## config.mk

```make
export PLATFORM = sky130hd
export DESIGN_NAME = battery_power_state_machine
export DESIGN_NICKNAME = d
export VERILOG_FILES = /design/src/hdl/bpsm_pkg.sv /design/src/hdl/bpsm_eval.sv /design/src/hdl/battery_power_state_machine.sv
export SDC_FILE = /design/constraint.sdc
export NUM_CORES = 1
export LEC_CHECK = 0
export BUFFER_PORTS_ARGS = -buffer_cell sky130_fd_sc_hd__buf_2
export CAP_MARGIN = 20
export CORE_UTILIZATION = 23
export CTS_BUF_LIST = sky130_fd_sc_hd__clkbuf_4 sky130_fd_sc_hd__clkbuf_8
export CTS_CLUSTER_DIAMETER = 60
export DETAILED_ROUTE_END_ITERATION = 8
export PLACE_DENSITY = 0.37
export SYNTH_ARGS = -nofsm -noshare
export SYNTH_HDL_FRONTEND = slang
export SYNTH_SLANG_ARGS = --single-unit
```

## constraint.sdc

```tcl
create_clock -name clk -period 9.13 [get_ports clk]
set_input_delay 0.913 -clock clk [delete_from_list [all_inputs] [get_ports clk]]
set_output_delay 0.913 -clock clk [all_outputs]
set_load 0.1 [all_outputs]
```

## src/hdl/bpsm_pkg.sv

```systemverilog
// Shared types and codes for the battery power state machine.
`timescale 1ns / 1ps
package bpsm_pkg;

	// Power states, numbered as reported on power_state.
	typedef enum logic [2:0] {
		PS_UNKNOWN  = 3'd0,
		PS_NORMAL   = 3'd1,
		PS_LOW      = 3'd2,
		PS_CRITICAL = 3'd3,
		PS_CHARGING = 3'd4,
		PS_CHARGED  = 3'd5,
		PS_EXT_IDLE = 3'd6,
		PS_FAULT    = 3'd7
	} pwr_state_t;

	// Word kinds on the input channel.
	localparam logic [1:0] MODE_SAMPLE = 2'd0;
	localparam logic [1:0] MODE_USB    = 2'd1;
	localparam logic [1:0] MODE_STEP   = 2'd2;

	// Charger status codes used by the rules.
	localparam logic [2:0] CHG_UNAVAILABLE   = 3'd1;
	localparam logic [2:0] CHG_LATCHED_FAULT = 3'd3;
	localparam logic [2:0] CHG_CHARGING      = 3'd4;
	localparam logic [2:0] CHG_UNMONITORED   = 3'd5;

	// Configuration register indexes.
	localparam logic [2:0] CFG_REFRESH_MIN = 3'd0;
	localparam logic [2:0] CFG_CRITICAL    = 3'd1;
	localparam logic [2:0] CFG_HYSTERESIS  = 3'd2;
	localparam logic [2:0] CFG_FULL        = 3'd3;
	localparam logic [2:0] CFG_FLOOR       = 3'd4;
	localparam logic [2:0] CFG_DEADBAND    = 3'd5;
	localparam logic [2:0] CFG_WINDOW      = 3'd6;

	typedef struct packed {
		logic [15:0] refresh_min_mv;
		logic [15:0] critical_mv;
		logic [15:0] hysteresis_mv;
		logic [15:0] full_mv;
		logic [15:0] plausible_floor_mv;
		logic [15:0] publish_deadband_mv;
		logic [31:0] charge_window_ms;
	} bpsm_cfg_t;

	typedef struct packed {
		pwr_state_t  cur;
		logic [15:0] stored_mv;
		logic        stored_usb;
		logic        have_meas;
		logic        on_ext;
		logic        win_active;
		logic [31:0] deadline_ms;
		logic        has_pub;
		logic [15:0] last_mv;
		logic [2:0]  last_chg;
	} bpsm_state_t;

	// Outcome of one step word.
	typedef struct packed {
		pwr_state_t  next;
		logic        changed;
		logic        pub;
		logic        opened;
		logic        closed;
		logic        on_ext;
		logic        win_active;
		logic [31:0] deadline_ms;
	} bpsm_step_t;

endpackage

```

## src/hdl/bpsm_eval.sv

```systemverilog
// Transition, charge window and report decision for one step word.
`timescale 1ns / 1ps
module bpsm_eval import bpsm_pkg::*; (
	input  bpsm_cfg_t   cfg,
	input  bpsm_state_t st,
	input  logic [2:0]  chg,
	input  logic [31:0] now_ms,
	output bpsm_step_t  step
);

	pwr_state_t  plug_tgt;
	pwr_state_t  ext_next;
	pwr_state_t  nxt;
	logic        plaus;
	logic        cur_ext;
	logic        nxt_ext;
	logic        exp_close;
	logic        win_left;
	logic [16:0] refresh_up;
	logic [16:0] critical_up;
	logic [16:0] charged_down;
	logic [15:0] mv_diff;

	always_comb begin
		if (chg <= CHG_UNAVAILABLE) begin
			plug_tgt = PS_EXT_IDLE;
		end else if (chg <= CHG_LATCHED_FAULT) begin
			plug_tgt = PS_FAULT;
		end else begin
			plug_tgt = PS_CHARGING;
		end
	end

	assign plaus        = st.stored_mv >= cfg.plausible_floor_mv;
	assign refresh_up   = {1'b0, cfg.refresh_min_mv} + {1'b0, cfg.hysteresis_mv};
	assign critical_up  = {1'b0, cfg.critical_mv} + {1'b0, cfg.hysteresis_mv};
	assign charged_down = {1'b0, st.stored_mv} + {1'b0, cfg.hysteresis_mv};
	assign cur_ext      = st.cur inside {PS_CHARGING, PS_CHARGED, PS_EXT_IDLE, PS_FAULT};

	// window expiry only checked while plugged in an external state
	assign exp_close = cur_ext && st.stored_usb && st.win_active && (now_ms >= st.deadline_ms);
	assign win_left  = st.win_active && !exp_close;

	// shared external-power rule
	always_comb begin
		ext_next = st.cur;
		if (!st.stored_usb) begin
			ext_next = PS_UNKNOWN;
		end else if (plug_tgt == PS_EXT_IDLE && st.cur != PS_EXT_IDLE) begin
			ext_next = PS_EXT_IDLE;
		end else if (plug_tgt == PS_FAULT && st.cur != PS_FAULT) begin
			ext_next = PS_FAULT;
		end else if (plug_tgt == PS_CHARGING && (st.cur == PS_EXT_IDLE || st.cur == PS_FAULT ||
				(chg == CHG_CHARGING && st.cur == PS_CHARGED))) begin
			ext_next = PS_CHARGING;
		end
	end

	always_comb begin
		nxt = st.cur;
		case (st.cur)
			PS_UNKNOWN: begin
				if (st.stored_usb) nxt = plug_tgt;
				else if (st.have_meas && plaus) nxt = PS_NORMAL;
			end
			PS_NORMAL: begin
				if (st.stored_usb) nxt = plug_tgt;
				else if (!plaus) nxt = PS_UNKNOWN;
				else if (st.stored_mv < cfg.refresh_min_mv) nxt = PS_LOW;
			end
			PS_LOW: begin
				if (st.stored_usb) nxt = plug_tgt;
				else if (!plaus) nxt = PS_UNKNOWN;
				else if (st.stored_mv < cfg.critical_mv) nxt = PS_CRITICAL;
				else if ({1'b0, st.stored_mv} >= refresh_up) nxt = PS_NORMAL;
			end
			PS_CRITICAL: begin
				if (st.stored_usb) nxt = plug_tgt;
				else if (!plaus) nxt = PS_UNKNOWN;
				else if ({1'b0, st.stored_mv} >= critical_up) nxt = PS_LOW;
			end
			PS_CHARGING: begin
				nxt = ext_next;
				if (ext_next == st.cur && chg == CHG_UNMONITORED &&
						st.stored_mv >= cfg.full_mv) nxt = PS_CHARGED;
			end
			PS_CHARGED: begin
				nxt = ext_next;
				if (ext_next == st.cur && charged_down <= {1'b0, cfg.full_mv}) nxt = PS_CHARGING;
			end
			default: begin
				nxt = ext_next;
			end
		endcase
	end

	assign nxt_ext = nxt inside {PS_CHARGING, PS_CHARGED, PS_EXT_IDLE, PS_FAULT};
	assign mv_diff = (st.stored_mv >= st.last_mv) ? (st.stored_mv - st.last_mv)
		: (st.last_mv - st.stored_mv);

	always_comb begin
		step.next        = nxt;
		step.changed     = nxt != st.cur;
		step.opened      = 1'b0;
		step.closed      = exp_close;
		step.on_ext      = st.on_ext;
		step.win_active  = win_left;
		step.deadline_ms = st.deadline_ms;
		if (step.changed) begin
			if (nxt_ext && !st.on_ext) begin
				step.on_ext      = 1'b1;
				step.win_active  = 1'b1;
				step.deadline_ms = now_ms + cfg.charge_window_ms;
				step.opened      = 1'b1;
			end else if (!nxt_ext && st.on_ext) begin
				step.on_ext     = 1'b0;
				step.win_active = 1'b0;
				if (win_left) step.closed = 1'b1;
			end
		end
		// zero deadband reports on every repeat step
		step.pub = step.changed || !st.has_pub || (st.last_chg != chg) ||
			(mv_diff >= cfg.publish_deadband_mv);
	end

endmodule

```

## src/hdl/battery_power_state_machine.sv

```systemverilog
// Battery power manager top level: input stage, state, configuration and result register.
`timescale 1ns / 1ps
// Eight-state battery power manager (unknown, normal, low, critical, charging,
// charged, external idle, charge fault). Input words carry a mode: a sample word
// stores voltage and USB presence, a USB word stores presence only, and a step
// word applies the transition rules with its charger status and time, producing
// exactly one result word; sample and USB words produce none. On battery, falling
// voltage thresholds and the floor act at once, rising out of low or critical needs
// the hysteresis margin, and from charged back to charging a fall needs the margin.
// Entering an external power state opens a charge window (deadline = time +
// window, wrapping at 32 bits) which closes on expiry or on leaving external power.
// A report is flagged on every state change, on a charger change, on the first
// step, or when the stored voltage has moved by the deadband since the last report.
// The input stage takes one word per cycle unless a step word waits for the result
// register; a word is registered in the input stage, evaluated combinationally and,
// for a step, stored in the result register. The stage keeps accepting while a
// result waits unless the stalled word is a step. Configuration writes take effect
// on the next edge, to be made only while the block is idle; nothing enforces it.
module battery_power_state_machine import bpsm_pkg::*; (
	input  logic        clk,
	input  logic        arst_n,
	// configuration
	input  logic        cfg_we,
	input  logic [2:0]  cfg_index,
	input  logic [31:0] cfg_data,
	// input words
	input  logic        in_valid,
	output logic        in_ready,
	input  logic [1:0]  mode,
	input  logic [15:0] voltage_mv,
	input  logic        usb_present,
	input  logic [2:0]  charger_status,
	input  logic [31:0] time_ms,
	// result words
	output logic        out_valid,
	input  logic        out_ready,
	output logic [2:0]  power_state,
	output logic        state_changed,
	output logic        publish,
	output logic [15:0] report_mv,
	output logic        report_usb,
	output logic [2:0]  report_charger,
	output logic        window_opened,
	output logic        window_closed,
	output logic        refresh_ok
);

	bpsm_cfg_t   cfg_q;
	bpsm_state_t st_q;
	bpsm_step_t  step;

	// input stage
	logic        valid_s1;
	logic [1:0]  mode_s1;
	logic [15:0] mv_s1;
	logic        usb_s1;
	logic [2:0]  chg_s1;
	logic [31:0] time_s1;

	// result register
	logic        out_valid_q;
	pwr_state_t  state_q;
	logic        changed_q;
	logic        pub_q;
	logic [15:0] rep_mv_q;
	logic        rep_usb_q;
	logic [2:0]  rep_chg_q;
	logic        opened_q;
	logic        closed_q;

	logic advance;
	logic step_fire;

	// a step word needs the result register free; other words always move on
	assign advance   = valid_s1 && ((mode_s1 != MODE_STEP) || !out_valid_q || out_ready);
	assign step_fire = advance && (mode_s1 == MODE_STEP);
	assign in_ready  = !valid_s1 || advance;

	always_ff @(posedge clk or negedge arst_n) begin
		if (!arst_n) begin
			cfg_q.refresh_min_mv      <= 16'd3500;
			cfg_q.critical_mv         <= 16'd3300;
			cfg_q.hysteresis_mv       <= 16'd100;
			cfg_q.full_mv             <= 16'd4150;
			cfg_q.plausible_floor_mv  <= 16'd2500;
			cfg_q.publish_deadband_mv <= 16'd50;
			cfg_q.charge_window_ms    <= 32'd60000;
		end else if (cfg_we) begin
			case (cfg_index)
				CFG_REFRESH_MIN: cfg_q.refresh_min_mv      <= cfg_data[15:0];
				CFG_CRITICAL:    cfg_q.critical_mv         <= cfg_data[15:0];
				CFG_HYSTERESIS:  cfg_q.hysteresis_mv       <= cfg_data[15:0];
				CFG_FULL:        cfg_q.full_mv             <= cfg_data[15:0];
				CFG_FLOOR:       cfg_q.plausible_floor_mv  <= cfg_data[15:0];
				CFG_DEADBAND:    cfg_q.publish_deadband_mv <= cfg_data[15:0];
				CFG_WINDOW:      cfg_q.charge_window_ms    <= cfg_data;
				default: ;
			endcase
		end
	end

	always_ff @(posedge clk or negedge arst_n) begin
		if (!arst_n) begin
			valid_s1 <= 1'b0;
		end else if (in_valid && in_ready) begin
			valid_s1 <= 1'b1;
		end else if (advance) begin
			valid_s1 <= 1'b0;
		end
	end

	always_ff @(posedge clk) begin
		if (in_valid && in_ready) begin
			mode_s1 <= mode;
			mv_s1   <= voltage_mv;
			usb_s1  <= usb_present;
			chg_s1  <= charger_status;
			time_s1 <= time_ms;
		end
	end

	bpsm_eval u_eval (
		.cfg    (cfg_q),
		.st     (st_q),
		.chg    (chg_s1),
		.now_ms (time_s1),
		.step   (step)
	);

	// block state
	always_ff @(posedge clk or negedge arst_n) begin
		if (!arst_n) begin
			st_q <= '0;
		end else if (advance) begin
			case (mode_s1)
				MODE_SAMPLE: begin
					st_q.stored_mv  <= mv_s1;
					st_q.stored_usb <= usb_s1;
					st_q.have_meas  <= 1'b1;
				end
				MODE_USB: begin
					st_q.stored_usb <= usb_s1;
				end
				MODE_STEP: begin
					st_q.cur         <= step.next;
					st_q.on_ext      <= step.on_ext;
					st_q.win_active  <= step.win_active;
					st_q.deadline_ms <= step.deadline_ms;
					if (step.pub) begin
						st_q.has_pub  <= 1'b1;
						st_q.last_mv  <= st_q.stored_mv;
						st_q.last_chg <= chg_s1;
					end
				end
				default: ;
			endcase
		end
	end

	always_ff @(posedge clk or negedge arst_n) begin
		if (!arst_n) begin
			out_valid_q <= 1'b0;
		end else if (step_fire) begin
			out_valid_q <= 1'b1;
		end else if (out_ready) begin
			out_valid_q <= 1'b0;
		end
	end

	always_ff @(posedge clk) begin
		if (step_fire) begin
			state_q   <= step.next;
			changed_q <= step.changed;
			pub_q     <= step.pub;
			rep_mv_q  <= st_q.stored_mv;
			rep_usb_q <= st_q.stored_usb;
			rep_chg_q <= chg_s1;
			opened_q  <= step.opened;
			closed_q  <= step.closed;
		end
	end

	assign out_valid      = out_valid_q;
	assign power_state    = state_q;
	assign state_changed  = changed_q;
	assign publish        = pub_q;
	assign report_mv      = rep_mv_q;
	assign report_usb     = rep_usb_q;
	assign report_charger = rep_chg_q;
	assign window_opened  = opened_q;
	assign window_closed  = closed_q;
	assign refresh_ok     = !(state_q == PS_LOW || state_q == PS_CRITICAL);

	// external-power flag tracks the state class
	a_ext_flag: assert property (@(posedge clk) disable iff (!arst_n)
		st_q.on_ext == (st_q.cur == PS_CHARGING || st_q.cur == PS_CHARGED ||
			st_q.cur == PS_EXT_IDLE || st_q.cur == PS_FAULT))
		else $error("external flag out of step with state");

	// an open window only exists on external power
	a_win_ext: assert property (@(posedge clk) disable iff (!arst_n)
		st_q.win_active |-> st_q.on_ext)
		else $error("charge window open off external power");

	// a window opens only on a transition, and the transition always reports
	a_open_change: assert property (@(posedge clk) disable iff (!arst_n)
		out_valid_q && opened_q |-> changed_q && publish && !closed_q)
		else $error("window opened without a state change");

	// a step word taken into the result register shows up next cycle
	a_step_result: assert property (@(posedge clk) disable iff (!arst_n)
		step_fire |=> out_valid_q && state_q == $past(step.next))
		else $error("step result not registered");

endmodule
```

Word level (Yosys, flattened, before mapping)
Index checks and enable logic that the tools add are counted.
Word-level totals
  bits in registers: 286
  output and inout port bits: 30
Cells by class
  add/sub/neg operators: 6
  magnitude comparators: 12
  equal/unequal tests: 32
  multiplexer cells: 33
  reductions and logical operators: 55
Operators by type and width (number)
  $ge 16x16->1: 4
  $mux 3: 20
  $add 16x16->17: 3
  $eq 3x3->1 const B: 16
  $mux 35: 1
  $ge 16x17->1: 2
  $add 32x32->32: 1
  $ge 32x32->1: 1
  $lt 16x16->1: 2
  $mux 32: 1
  $sub 16x16->16: 2
  $reduce_and 2->1: 10
  $eq 3x2->1 const B: 6
  $pmux 3 s6: 1
  $le 17x16->1: 1
  $logic_and 1x1->1: 17
  $mux 16: 1
  $logic_or 1x1->1: 9
  $reduce_and 4->1: 2
  $reduce_bool 4->1: 2
  $logic_not 1->1: 7
  $mux 1: 7
  $eq 3x1->1 const B: 2
  $logic_not 3->1: 2
  13 further kinds: 18

Longest topological paths before layout
  depth in word-level cells: 21
  gate-level depth with buffers: 25
  depth with buffers taken out: 23

Modules after synthesis
From an unflattened synthesis, not the netlist that was laid out.
Second synthesis, totals
  cell total of the unflattened synthesis: 1811
  area total of the unflattened synthesis: 19760.2 um^2
By module, submodules not included
  battery_power_state_machine: instances 1, cells each 529, area an instance 10284.9 um^2, sequential area each 7607.3 um^2
  bpsm_eval: instances 1, cells each 1282, area an instance 9475.3 um^2, sequential area each 0.0 um^2

Least setup slack after synthesis
Ideal clock, no wire load.
  path kind: register to register
  start point: register st_q[56] (netlist name)
  end point: register st_q[24] (netlist name)
  setup time: 0.125 ns
  arrival: 5.068 ns
  data required time: 9.005 ns
  path slack: 3.937 ns
  stages on the path, launching flop included: 26
  buffers on the path: 2
  clock period less this slack: 5.193 ns
  cells stage by stage: dfrtp_1 -> ha_1 -> fa_1 -> a211oi_1 -> nor2_1 -> o221a_2 -> o41ai_2 -> nor2b_1 -> o21a_1 -> o21ai_0 -> nand2b_1 -> a21oi_1 -> xnor2_1 -> ha_1 -> nand3_1 -> nand2_1 -> a211o_1 -> o31ai_1 -> o211ai_1 -> o2111a_1 -> a211oi_1 -> mux2i_1 -> buf_6 -> nor2_8 -> buf_8 -> mux2_4
Between the ends
  word-level cells in the longest chain between the ends: 10
  elaborated cells between the ends (all ways): 34
Ends and longest elaborated chain
  start, declared: RTL line battery_power_state_machine.sv:49  | bpsm_state_t st_q;
  parallel branches: the longest is 5 deep, another holds $add 16x16->17
  $pmux 3 s6 (*): RTL line bpsm_eval.sv:61  | case (st.cur)
  $eq 3x3->1: RTL line bpsm_eval.sv:97  | assign nxt_ext = nxt inside {PS_CHARGING, PS_CHARGED, PS_EXT_IDLE, PS_FAULT};
  $reduce_bool 4->1: RTL line bpsm_eval.sv:97
  $logic_and 1x1->1: RTL line bpsm_eval.sv:110  | if (nxt_ext && !st.on_ext) begin
  $reduce_and 4->1 (no line) (*)
Mark *: on every way between the ends.
A chain may end at the register's enable or synchronous reset.

Worst setup path in the final report
  start point: register st_q[56] (netlist name)
  end point: register st_q[0] (netlist name)
Between the ends
  word-level cells in the longest chain between the ends: 11
  elaborated cells between the ends (all ways): 36
Ends and longest elaborated chain
  parallel branches: the longest is 9 deep, another holds $add 16x16->17
  $logic_or 1x1->1 (*): RTL line bpsm_eval.sv:122  | step.pub = step.changed || !st.has_pub || (st.last_chg != chg) ||
  $reduce_and 3->1 (no line) (*)
Marked as above.

==> flow_summary_export.csv <==
group,metric,value,unit
outcome,status,"completed",
sta,finalMaxSlewViolations,0,
place,dp_worst_setup_slack,2.48,ns
drt,antenna_left,0,
logic_synthesis,synth_area,19000,sq um
logic_synthesis,synth_fp_nets,2202,
sta,tightest_slew,1.05,ns
global_routing,grt_use_total,14.7,%
cts,clock_latency,0.67,ns
final_layout,final_nets,2368,
cts,numClockSinks,286,
die,io_pins,124,
cts,tritoncts,"done",
logic_synthesis,syn_inst,1832,
critical_path,start_kind,"register",
final_layout,num-fill-cells,8565,
sta,finalSetupViolCount,0,
run,max-cap-violations,0,
critical_path,arrival,7.22,ns
die,core,81100,sq um
logic_synthesis,ys_seq_area_share,40.1,%
critical_path,cp_top_family,"compound AO/OA/AOI/OAI gates",
die,die-area,83600,sq um
sta,slew_headroom,28.6,%
sta,rsz0062_at_grt,"no",
cts,cts_setup_buffers,0,
logic_synthesis,synth_top_area_share,22.3,%
critical_path,cpPeakStageDelay,0.93,ns
critical_path,critPathBufInv,1,
sta,fin_crit,6.68,ns
final_layout,area_growth,18.1,%
sta,totalNegativeSetupSlack,0,ns
cts,h-tree-depth,2,
die,die_y,289,um
sta,fin_crit_sh,73.2,%
min_path,hold_class,"input port to async pin",
critical_path,cp_cell_sequence,"ha_1 -> fa_1 -> a211oi_1 -> nor2_1 -> o221a_2 -> o41ai_2 -> nor2b_1 -> o21a_1 -> o21ai_0 -> nand2b_1 -> a21oi_1 -> xnor2_1 -> ha_1 -> nand3_1 -> nand2_1 -> a211o_1 -> o31ai_1 -> o211ai_1 -> o2111a_1 -> a211oi_1 -> mux2i_2 -> a21oi_2 -> buf_4 -> mux2_1",
global_routing,grt_max_degree,90,
sta,final-hold-violation-count,0,
sta,max_freq,150,MHz
place,port_buffers,123,
logic_synthesis,synth-edff-count,81,
critical_path,endpoint_kind,"register",
drt,drc,0,
drt,dr_total_vias,14100,
sta,skew,0.0343,ns
logic_synthesis,synth_cell_types,74,
power,power_leakage,10.1,nW
cts,clk_pin_slew,0.06,ns
cts,clk_path_buf_depth,3,
critical_path,cp.required,9.67,ns
logic_synthesis,ys_ff_latch,286,
cts,root_buffer,"clkbuf_8",
place,gp_congestion,0.842,
global_routing,antenna_found_initial,3,
die,initial_core_util,23.4,%
global_routing,gr-total-overflow,0,
power,p_per_area,286,nW/um^2
place,hpwl,45900,um
cts,cts_buffers,61,
logic_synthesis,ys.flop_type,"dfrtp_1",
power,finalPower,6.40,mW
drt,drt_pre_antenna_iters,5,
cts,cts_resized,0,
logic_synthesis,synth_top_cells_by_area,"dfrtp_1 22%, ha_1 18%, edfxtp_1 13%",
die,die_x,289,um
global_routing,grt_pass1_wl,91900,um
logic_synthesis,yosysMostFrequentCell,"ha_1",
critical_path,worstSetupPathType,"register to register",
logic_synthesis,syn_area_per_cell,10.4,sq um
critical_path,cp_slowest_cell,"mux2i_2",
sta,setup_slack,2.45,ns
critical_path,critPathMaxFanout,20,
logic_synthesis,synth_common_cells,"270 x ha_1, 174 x inv_1, 169 x dfrtp_1",
drt,vias_per_cell,4.52,
final_layout,drive_above_1_share,20.2,%
logic_synthesis,yosysWarnings,0,
global_routing,grt_pass1_vias,14700,
die,rows,104,
logic_synthesis,yosysTopAreaCell,"dfrtp_1",
logic_synthesis,async_flop_share,71.7,%
drt,drt-initial-drc-count,554,
cts,ctsHoldBuffers,0,
drt,wirelength,60600,um
power,peakVddDrop,0.0982,mV
drt,detail_route.wl_per_cell,19.5,um
-- flip-flops by register name, indices dropped and copies added (netlist names), 2 cells and up --
| name | cells |
|---|---|
| report_charger | 3 |
| mode_s1 | 2 |
| power_state | 3 |
| chg_s1 | 3 |
| report_mv | 16 |
| st_q | 75 |
| mv_s1 | 16 |
| cfg_q | 128 |
| time_s1 | 32 |
-- kinds of logic (layout without fill, tap and decap cells) --
group / Yosys count / after routing / share of synthesized area, %
adders and majority gates: 276 / 276 / 18.4
other: 0 / 1 / 0
AOI/OAI and AO/OA: 455 / 455 / 15.2
xor gates and xnor gates: 82 / 82 / 3.79
DFF: 286 / 286 / 40.1
buffers and inverters: 221 / 439 / 4.60
muxes: 146 / 146 / 8.37
and+or+nand+nor: 366 / 366 / 9.44
-- final cells by class --
type,count,area (sq um),share of cell area (%)
flip-flops and latches,286,7610,34.0
inverters,174,653,2.92
clock inverters,18,210,0.939
diodes,1,2.50,0.0112
multi-input cells,1325,10500,47.0
repair buffers,150,848,3.79
well taps,1060,1330,5.92
clock buffers,97,1220,5.43
-- metrics by stage --
step	cells	utilization (%)	area, sq um	hold slack, ns
after detailed placement	2994	25.8	20900	0.458
after floorplan	1832	-	19000	0.421
after global routing	3110	27.6	22400	0.269
after CTS	3109	27.6	22400	0.234
after global placement	2994	25.8	20900	0.454
final	3111	27.6	22400	0.266
-- layer usage --
| metal | vias to the layer above | global-route usage, % | share of wire [%] | wire, um |
|---|---|---|---|---|
| met2 | 237 | 24.4 | 47 | 28200 |
| met4 | 0 | 4.39 | 2.7 | 1630 |
| met1 | 6748 | 19.7 | 47 | 28700 |
| met3 | 85 | 1.98 | 3.4 | 2050 |
| li1 | 7006 | - | - | - |
| met5 | - | 0 | 0 | 0 |
-- final timing paths --
check	start	slack, ns	cells past startpoint	to
setup / recovery	st_q[56]$_DFFE_PN0P_	2.45	24	st_q[0]$_DFFE_PN0P_
min in group clk	time_ms[15]	0.41	1	time_s1[15]$_DFFE_PP_
setup reg to reg	st_q[56]$_DFFE_PN0P_	2.45	24	st_q[0]$_DFFE_PN0P_
hold / removal	arst_n	0.27	1	cfg_q[18]$_DFFE_PN0P_
max in group asynchronous	arst_n	7.43	3	cfg_q[14]$_DFFE_PN1P_
hold reg to reg	mv_s1[7]$_DFFE_PP_	0.47	2	st_q[63]$_DFFE_PN0P_
-- power breakdown --
group,internal [mW],leakage (nW),total (mW),switching (mW)
sequential,1.62,3.16,1.81,0.197
combinational,1.25,6.18,2.98,1.72
clock,0.961,0.751,1.61,0.648
total,3.83,10.1,6.40,2.57
-- cell usage in the layout (no fill, tap or decap), types with 31 or more instances in the layout --
cell type    n
ha_1       270
inv_1      174
dfrtp_1    169
o21ai_0    133
nand2_1    124
a21oi_1    123
buf_2      122
mux2_2      88
edfxtp_1    81
clkbuf_8    78
nor2_1      71
a21o_1      56
mux2i_1     51
xnor2_1     41
xor2_1      41
dfstp_2     36
a211oi_1    31
nand3_1     31
No activity file was read; power rests on OpenSTA's default activity.
